===== config.mk =====
export PLATFORM = sky130hd
export DESIGN_NAME = cte_ctrl
export DESIGN_NICKNAME = d
export VERILOG_FILES = /design/src/cte_pkg.sv /design/src/cte_ctrl.sv
export SDC_FILE = /design/constraint.sdc
export NUM_CORES = 1
export LEC_CHECK = 0
export BUFFER_PORTS_ARGS = -buffer_cell sky130_fd_sc_hd__buf_4
export CORE_AREA = 5 5 61 63
export DETAILED_ROUTE_END_ITERATION = 12
export DIE_AREA = 0 0 66 68
export PLACE_DENSITY = 0.73
export SYNTH_ARGS = -nofsm -noshare
export SYNTH_HDL_FRONTEND = slang
export SYNTH_SLANG_ARGS = --single-unit

===== constraint.sdc =====
create_clock -name aclk -period 2 [get_ports aclk]
set_input_delay 0.1 -clock aclk [delete_from_list [all_inputs] [get_ports aclk]]
set_output_delay 0.1 -clock aclk [all_outputs]
set_load 0.01 [all_outputs]

===== src/cte_pkg.sv =====
// Shared types, constants and helpers for the credential table engine.
// No dependencies; imported by every module of the block.
package cte_pkg;

    localparam int MAX_ENTRIES   = 16;
    localparam int MAX_FIELD_LEN = 255;

    localparam int SLOT_W  = (MAX_ENTRIES > 1) ? $clog2(MAX_ENTRIES) : 1;
    localparam int IDX_W   = $clog2(MAX_FIELD_LEN + 1);
    localparam int ELEN_W  = $clog2(MAX_FIELD_LEN + 1);
    localparam int LEN_W   = $clog2(MAX_FIELD_LEN + 2);
    localparam int CNT_W   = $clog2(MAX_ENTRIES + 1);
    localparam int DEPTH   = MAX_ENTRIES * MAX_FIELD_LEN;
    localparam int ADDR_W  = (DEPTH > 1) ? $clog2(DEPTH) : 1;
    localparam int USER_W  = 5;
    localparam int DEF_LEN = (MAX_FIELD_LEN < 5) ? MAX_FIELD_LEN : 5;

    typedef enum logic [1:0] {
        FUNC_VALIDATE = 2'd0,
        FUNC_ADD      = 2'd1,
        FUNC_REMOVE   = 2'd2,
        FUNC_RSVD     = 2'd3
    } func_t;

    typedef struct packed {
        logic append;
        logic clr_req;
        logic slot_clr;
        logic slot_inc;
        logic j_clr;
        logic j_inc;
        logic wr_entry;
        logic commit_add;
        logic commit_remove;
    } cte_cmd_t;

    typedef struct packed {
        logic             name_ok;
        logic             pass_ok;
        logic             slot_used;
        logic             name_len_eq;
        logic             pass_len_eq;
        logic             slot_last;
        logic             j_last_name;
        logic             j_last_pass;
        logic             j_last_copy;
        logic             name_byte_eq;
        logic             pass_byte_eq;
        logic [CNT_W-1:0] count;
    } cte_status_t;

    // Factory credential held in slot 0 until that slot is first rewritten.
    function automatic logic [7:0] def_byte(input logic [IDX_W-1:0] j);
        logic [7:0] b;
        b = 8'h00;
        if (int'(j) < DEF_LEN) begin
            case (int'(j))
                0:       b = 8'h61;
                1:       b = 8'h64;
                2:       b = 8'h6d;
                3:       b = 8'h69;
                4:       b = 8'h6e;
                default: b = 8'h00;
            endcase
        end
        return b;
    endfunction

endpackage


===== src/cte_ctrl.sv =====
// Controller FSM: gathers requests, sequences the slot search, compare and copy,
// and holds the result register. Depends on cte_pkg; commands cte_dp.
module cte_ctrl (
    input  logic                       aclk,
    input  logic                       aresetn,
    input  logic                       s_axis_tvalid,
    output logic                       s_axis_tready,
    input  logic [1:0]                 in_func,
    input  logic                       in_part,
    input  logic                       in_last,
    input  cte_pkg::cte_status_t       status,
    output cte_pkg::cte_cmd_t          cmd,
    output logic                       m_axis_tvalid,
    input  logic                       m_axis_tready,
    output logic                       out_ok,
    output logic [cte_pkg::USER_W-1:0] out_count
);
    import cte_pkg::*;

    typedef enum logic [12:0] {
        ST_IDLE   = 13'b0000000000001,
        ST_START  = 13'b0000000000010,
        ST_SCAN   = 13'b0000000000100,
        ST_RDN    = 13'b0000000001000,
        ST_CMPN   = 13'b0000000010000,
        ST_NEXT   = 13'b0000000100000,
        ST_MATCH  = 13'b0000001000000,
        ST_RDP    = 13'b0000010000000,
        ST_CMPP   = 13'b0000100000000,
        ST_FREE   = 13'b0001000000000,
        ST_CPRD   = 13'b0010000000000,
        ST_CPWR   = 13'b0100000000000,
        ST_RESULT = 13'b1000000000000
    } state_t;

    state_t            state_reg, state_next;
    func_t             func_reg, func_next;
    logic              ok_reg, ok_next;
    logic              m_valid_reg, m_valid_next;
    logic              out_ok_reg, out_ok_next;
    logic [USER_W-1:0] out_cnt_reg, out_cnt_next;
    logic              accept;
    logic              out_free;

    assign accept   = s_axis_tvalid && s_axis_tready;
    assign out_free = !m_valid_reg || m_axis_tready;

    always_comb begin
        state_next   = state_reg;
        func_next    = func_reg;
        ok_next      = ok_reg;
        m_valid_next = m_valid_reg && !m_axis_tready;
        out_ok_next  = out_ok_reg;
        out_cnt_next = out_cnt_reg;
        cmd          = '0;
        s_axis_tready = 1'b0;

        unique case (state_reg)
            ST_IDLE: begin
                s_axis_tready = 1'b1;
                if (accept) begin
                    cmd.append = 1'b1;
                    if (in_last && (in_part || func_t'(in_func) == FUNC_REMOVE)) begin
                        func_next  = func_t'(in_func);
                        state_next = ST_START;
                    end
                end
            end
            ST_START: begin
                cmd.slot_clr = 1'b1;
                ok_next      = 1'b0;
                if ((func_reg == FUNC_REMOVE && status.name_ok) ||
                    ((func_reg == FUNC_VALIDATE || func_reg == FUNC_ADD) &&
                     status.name_ok && status.pass_ok))
                    state_next = ST_SCAN;
                else
                    state_next = ST_RESULT;
            end
            ST_SCAN, ST_NEXT: begin
                if (state_reg == ST_SCAN && status.slot_used && status.name_len_eq) begin
                    cmd.j_clr  = 1'b1;
                    state_next = ST_RDN;
                end else if (status.slot_last) begin
                    // name not found: only add carries on, to the free-slot search
                    if (func_reg == FUNC_ADD) begin
                        cmd.slot_clr = 1'b1;
                        state_next   = ST_FREE;
                    end else begin
                        state_next = ST_RESULT;
                    end
                end else begin
                    cmd.slot_inc = 1'b1;
                    state_next   = ST_SCAN;
                end
            end
            ST_RDN: state_next = ST_CMPN;
            ST_CMPN: begin
                if (!status.name_byte_eq) begin
                    state_next = ST_NEXT;
                end else if (status.j_last_name) begin
                    state_next = ST_MATCH;
                end else begin
                    cmd.j_inc  = 1'b1;
                    state_next = ST_RDN;
                end
            end
            ST_MATCH: begin
                if (func_reg == FUNC_VALIDATE && status.pass_len_eq) begin
                    cmd.j_clr  = 1'b1;
                    state_next = ST_RDP;
                end else if (func_reg == FUNC_REMOVE) begin
                    cmd.commit_remove = 1'b1;
                    ok_next           = 1'b1;
                    state_next        = ST_RESULT;
                end else begin
                    state_next = ST_RESULT;
                end
            end
            ST_RDP: state_next = ST_CMPP;
            ST_CMPP: begin
                if (!status.pass_byte_eq) begin
                    state_next = ST_RESULT;
                end else if (status.j_last_pass) begin
                    ok_next    = 1'b1;
                    state_next = ST_RESULT;
                end else begin
                    cmd.j_inc  = 1'b1;
                    state_next = ST_RDP;
                end
            end
            ST_FREE: begin
                if (!status.slot_used) begin
                    cmd.j_clr  = 1'b1;
                    state_next = ST_CPRD;
                end else if (status.slot_last) begin
                    state_next = ST_RESULT;
                end else begin
                    cmd.slot_inc = 1'b1;
                end
            end
            ST_CPRD: state_next = ST_CPWR;
            ST_CPWR: begin
                cmd.wr_entry = 1'b1;
                if (status.j_last_copy) begin
                    cmd.commit_add = 1'b1;
                    ok_next        = 1'b1;
                    state_next     = ST_RESULT;
                end else begin
                    cmd.j_inc  = 1'b1;
                    state_next = ST_CPRD;
                end
            end
            ST_RESULT: begin
                if (out_free) begin
                    cmd.clr_req  = 1'b1;
                    m_valid_next = 1'b1;
                    out_ok_next  = ok_reg;
                    out_cnt_next = USER_W'(status.count);
                    state_next   = ST_IDLE;
                end
            end
            default: state_next = ST_IDLE;
        endcase
    end

    always_ff @(posedge aclk) begin
        if (!aresetn) begin
            state_reg   <= ST_IDLE;
            func_reg    <= FUNC_VALIDATE;
            ok_reg      <= 1'b0;
            m_valid_reg <= 1'b0;
        end else begin
            state_reg   <= state_next;
            func_reg    <= func_next;
            ok_reg      <= ok_next;
            m_valid_reg <= m_valid_next;
        end
    end

    always_ff @(posedge aclk) begin
        out_ok_reg  <= out_ok_next;
        out_cnt_reg <= out_cnt_next;
    end

    assign m_axis_tvalid = m_valid_reg;
    assign out_ok        = out_ok_reg;
    assign out_count     = out_cnt_reg;

endmodule


==> results of run 1 <==
timing repair:
action / CTS / global route
pin swaps: 4 / 9
endpoints found under the hold margin: 6 / 0
setup buffers: 6 / 10
endpoints found under the setup margin: 9 / 11
gates resized for setup: 30 / 34
hold buffers: 6 / 0
power by group:
group | switching [W] | internal [W]
Sequential | 0.00000735 | 0.000476
Combinational | 0.0000707 | 0.0000947
Clock | 0.000151 | 0.0000748
routing by layer:
layer	GRT usage [%]	wire length, um	up-vias
met2	40.8	2620	78
met4	5.33	131	0
li1	-	-	769
met1	27.8	2100	771
met3	3.12	349	14
met5	0	0	-
layout make-up:
class	count	area [sq um]
flip-flops and latches	23	546
multi-input cells	119	992
repair buffers	97	790
clock buffers	3	22.5
well taps	46	57.6
fillers	211	744
inverters	6	22.5
clock inverters	1	5.00
final timing paths:
kind / to / depth (start not counted)
worst max register to register: state_reg[12]$_SDFFE_PN0P_ / 12
worst min-delay path: state_reg[6]$_SDFFE_PN0P_ / 3
worst max-delay path: state_reg[12]$_SDFFE_PN0P_ / 12
worst min register to register: out_ok$_DFFE_PP_ / 0
per-stage QoR:
| stage | instances | TNS, ps | power, W | util (%) |
|---|---|---|---|---|
| finish | 295 | -1510 | 0.000874 | 76.6 |
| global route | 295 | -2250 | 0.000911 | 76.6 |
| CTS | 285 | -1400 | 0.000851 | 70.0 |
| detailed placement | 269 | -731 | 0.000624 | 62.2 |
| global placement | 269 | -618 | 0.000622 | 62.2 |
| floorplan | 156 | -105 | 0.000555 | - |
logic make-up after synthesis:
group | share of synthesized area (%)
AOI/OAI and AO/OA | 10.9
xor gates and xnor gates | 3.16
buffers and inverters | 4.87
and+or+nand+nor | 42.1
DFF | 37.5
muxes | 1.44
cell usage after synthesis, types with 5 or more instances:
library cell,number,share of area (%)
dfxtp_1,17,25
nor2_1,13,3.5
nand4_1,9,4.1
nor3_1,9,3.2
nor2b_1,8,3.6
edfxtp_1,6,13
inv_1,6,1.6
nand2b_1,6,2.7
nand3_1,6,2.2
nor4_1,6,2.7
xor2_1,5,3.2
worst register-to-register path: stages, from the launching register on:
cell and delay [ps]:
dfxtp_4 410, buf_6 110, xor2_2 180, nand3_2 130
buf_6 140, buf_4 120, buf_4 120, buf_4 120
buf_4 120, buf_4 150, nor4_4 280, nor4_2 90
nor4bb_1 340
==> flow_summary_export.csv, run 1 <==
group,metric,value,unit
status,violations,"setup timing",
global_route,grt_overflow,0,
global_route,grt_pass1_wl,7560,um
worst_setup_path,crit_family,"buffers and inverters",
die,fp.dieH,68,um
worst_hold_path,min_from,"status[9]",
synth,ys_seq_area_share,37.5,%
clock_network,cts_tree,"done",
die,dieArea,4490,sq um
synth,ys_ff_latch,23,
clock_network,cts_root_buf,"clkbuf_4",
timing,period_needed,2420,ps
layout,fin_area,2430,sq um
timing,skew,4.31,ps
worst_setup_path,path_buf_inv,7,
timing,hold_viol,0,
global_route,antenna_found_initial,0,
timing,grt_setup_unrepaired,"true",
worst_setup_path,startpoint_type,"flip-flop",
synth,synth_fp_nets,180,
synth,synth_cell_type_count,47,
layout,largest_reg_flops,13,
worst_setup_path,reg2reg_from,"state_reg[5]$_SDFFE_PN0P_",
routing,wirelength,5210,um
worst_setup_path,worstSetupStartpoint,"state_reg[5]$_SDFFE_PN0P_",
timing,worst_slew_pin_slew,406,ps
place,dpl-instance-area,1980,sq um
routing,dr.pass1.iters,4,
worst_setup_path,critPathMaxFanout,4,
routing,via_count,1632,
clock_network,clk_latency,310,ps
synth,synthFlopType,"dfxtp_1",
routing,first_iter_violations,69,
timing,fmax,0.414,GHz
die,initial_core_util,43.6,%
place,place.gp.congestion,0.972,
place,dpl.hpwl,3630,um
timing,drv_slew,0,
global_route,grt_pass1_vias,1593,
timing,layout_setup_ws,-417,ps
status,status,"finished with violations",
timing,setup_violations,7,
synth,syn_area_per_cell,8.89,sq um
routing,viasPerCell,5.53,
layout,diodes,0,
synth,syn_inst,156,
layout,drive_gt1_share,57.0,%
timing,worst_hold_slack,23.1,ps
power_and_ir_drop,vdd_drop_max,0.295,mV
worst_setup_path,rrSetupSlack,-420,ps
clock_network,clock-sinks,23,
worst_setup_path,cpMostUsedCell,"buf_4",
layout,mostFrequentLayoutCell,"buf_4",
timing,relSlewSlack,72.9,%
worst_setup_path,end_kind,"flip-flop",
global_route,grt_use_total,22.3,%
clock_network,h-tree-depth,1,
die,core_area,3180,sq um
routing,final_antenna_net_count,0,
layout,final_cell_mix,"buf_4, nor2_1, nand4_1, buf_6, nor2b_1",
worst_setup_path,crit_chain,"buf_6, xor2_2, nand3_2, buf_6, buf_4, buf_4, buf_4, buf_4, buf_4, nor4_4, nor4_2, nor4bb_1",
clock_network,cts.clk_slew.worst_paths,130,ps
synth,yosys_warnings,0,
worst_setup_path,cp.required,2210,ps
routing,wl_per_cell,17.7,um
worst_setup_path,critical_path_class,"flip-flop to flip-flop",
job,cap_viol_max_count,0,
place,preCtsSetupSlack,-371,ps
layout,syn2layout_area_growth,75.6,%
synth,synth_edf_count,6,
power_and_ir_drop,leakage,1.07,nW
worst_hold_path,hp-class,"input port to flip-flop",
synth,async_reset_ff_share,0,%
worst_setup_path,crit_arrival,2620,ps
layout,final_nets,274,
global_route,grt_max_degree,15,
power_and_ir_drop,p_per_area,359,nW/um^2
clock_network,cts_buffer_depth,2,
die,std_cell_rows,21,
routing,remaining_drc_errors,0,
die,die_w,66,um
clock_network,numCtsBuffers,3,
die,ioPinCount,41,
place,numPortBuffers,40,
worst_setup_path,slowest_stage,"dfxtp_4",
timing,finalCritPeriodShare,121,%
worst_setup_path,max_stage_delay,410,ps
synth,synth_area,1390,sq um
No activity file was read; power rests on OpenSTA's default activity.
==> run 2: changes to the inputs <==
Settings changed: CORE_AREA 5 5 61 63 to 3 3 59 61, DIE_AREA 0 0 66 68 to 0 0 62 64.
==> run 2 against run 1 <==
  * The flow still finishes with violations (setup timing)
  * Cell count shrank 3.4%
  * Hold slack worse by 11 ps
  * Final area fell by 5.6%
  * Global-route usage grew 2.0 points
  * Clock power increased by 4%
  * Count of clock-buffer cells in the layout unchanged
  * Via count is 1.7% higher
==> flow_summary_export.csv, run 2 (synthesis gave the netlist of run 1 again) <==
group,metric,value,unit
status,violations,"setup timing",
place,dpl.hpwl,3130,um
worst_setup_path,r2r-end,"state_reg[9]$_SDFFE_PN0P_",
routing,via_count,1660,
worst_setup_path,critPathMaxFanout,3,
worst_setup_path,end_kind,"primary output",
timing,finalCritPeriodShare,118,%
clock_network,cts_buffer_depth,2,
worst_setup_path,cp.required,1900,ps
place,numPortBuffers,40,
status,status,"finished with violations",
clock_network,clock-sinks,23,
place,dp_cells,256,
global_route,grt_pass1_vias,1597,
global_route,grt_pass1_wl,7380,um
routing,first_iter_violations,83,
power_and_ir_drop,leakage,1.02,nW
timing,relSlewSlack,73.6,%
worst_hold_path,hp-class,"input port to flip-flop",
routing,remaining_drc_errors,0,
worst_hold_path,hold_end,"state_reg[6]$_SDFFE_PN0P_",
die,dieArea,3970,sq um
routing,dr.pass1.iters,4,
routing,viasPerCell,5.82,
layout,final_nets,266,
clock_network,h-tree-depth,1,
place,dpl-instance-area,1880,sq um
routing,final_antenna_net_count,0,
worst_setup_path,rrSetupSlack,-250,ps
worst_setup_path,rr_worst_depth,8,
global_route,grt_use_total,24.4,%
power_and_ir_drop,vdd_drop_max,0.403,mV
timing,worst_slew_pin_slew,394,ps
die,fp.dieH,64,um
timing,skew,8.23,ps
clock_network,cts_tree,"done",
global_route,grt_max_degree,15,
die,die_w,62,um
power_and_ir_drop,p_per_area,385,nW/um^2
clock_network,cts.clk_slew.worst_paths,140,ps
die,initial_core_util,45.8,%
routing,wl_per_cell,17.8,um
timing,setup_violations,12,
layout,drive_gt1_share,51.5,%
layout,fin_cells,285,
power_and_ir_drop,design_power_total,0.000886,W
layout,mostFrequentLayoutCell,"buf_4",
layout,final_cell_mix,"buf_4, nor2_1, nand4_1, buf_6",
global_route,grt_overflow,0,
timing,fmax,0.424,GHz
timing,grt_setup_unrepaired,"true",
layout,largest_reg_flops,13,
die,std_cell_rows,20,
place,place.gp.congestion,0.933,
layout,fillers,187,
job,cap_viol_max_count,0,
timing,layout_setup_ws,-359,ps
clock_network,clk_latency,340,ps
worst_setup_path,critical_path_class,"flip-flop to primary output",
timing,hold_viol,0,
timing,drv_slew,0,
layout,fin_area,2300,sq um
worst_hold_path,min_from,"status[9]",
routing,wirelength,5070,um
worst_setup_path,reg2reg_from,"state_reg[1]$_SDFFE_PN0P_",
die,core_area,3030,sq um
clock_network,numCtsBuffers,3,
layout,diodes,0,
layout,syn2layout_area_growth,65.8,%
global_route,antenna_found_initial,0,
worst_hold_path,holdPathStages,3,
timing,setup_tns,-2440,ps
die,ioPinCount,41,
worst_setup_path,crit_arrival,2260,ps
worst_setup_path,startpoint_type,"flip-flop",
clock_network,cts_root_buf,"clkbuf_4",
timing,period_needed,2360,ps
-- run 2: worst max-delay path by stage --
stage / from / end / slack, ps / cells after the start
finish: state_reg[1]$_SDFFE_PN0P_ / cmd[5] / -360 / 6
global route: state_reg[1]$_SDFFE_PN0P_ / cmd[5] / -430 / 6
CTS: state_reg[3]$_SDFFE_PN0P_ / cmd[5] / -340 / 6
detailed placement: state_reg[5]$_SDFFE_PN0P_ / cmd[3] / -50 / 5
global placement: state_reg[5]$_SDFFE_PN0P_ / cmd[3] / -20 / 5
floorplan: state_reg[1]$_SDFFE_PN0P_ / state_reg[12]$_SDFFE_PN0P_ / -60 / 6
-- run 2: timing repair --
item,CTS,global route
setup buffers,8,12
gates resized for setup,29,24
setup endpoints to repair,11,14
hold endpoints to repair,6,0
pin swaps,8,12
hold buffers,6,0
-- run 2: critical path: stages, from the launching register on --
cell and delay, ps:
dfxtp_4 390, nor4_4 330, nand3_2 120, or4b_4 490
or3b_4 400, o21ai_2 70, buf_4 130
-- run 2: layout make-up --
type,count,area [sq um],area share (%)
Timing Repair Buffer,89,717,31.2
Multi-Input combinational cell,119,930,40.4
Tap cell,44,55.1,2.40
Clock buffer,3,22.5,0.980
Clock inverter,1,5.00,0.218
Sequential cell,23,547,23.8
Inverter,6,22.5,0.980
-- run 2: metal layers --
layer | global-route usage (%) | up-vias | share of wire [%]
met5 | 0 | - | 0
met4 | 9.02 | 0 | 3.7
met3 | 3.84 | 26 | 8.4
met2 | 40.3 | 99 | 50
met1 | 30.8 | 784 | 38
li1 | - | 751 | -
-- run 2: stage by stage --
step                      setup WS, ps  hold WS [ps]  util [%]
after floorplan                  -60.7           178         -
after global routing              -426          6.20      75.9
final                             -359          11.6      75.9
after global placement           -19.6           274      62.1
after CTS                         -337         0.709      69.9
after detailed placement         -52.9           278      62.1
-- run 2: where the power goes --
part	total, W	switching [W]	internal [W]
Combinational	0.000171	0.0000718	0.0000988
Clock	0.000234	0.000158	0.0000754
Sequential	0.000482	0.00000799	0.000474
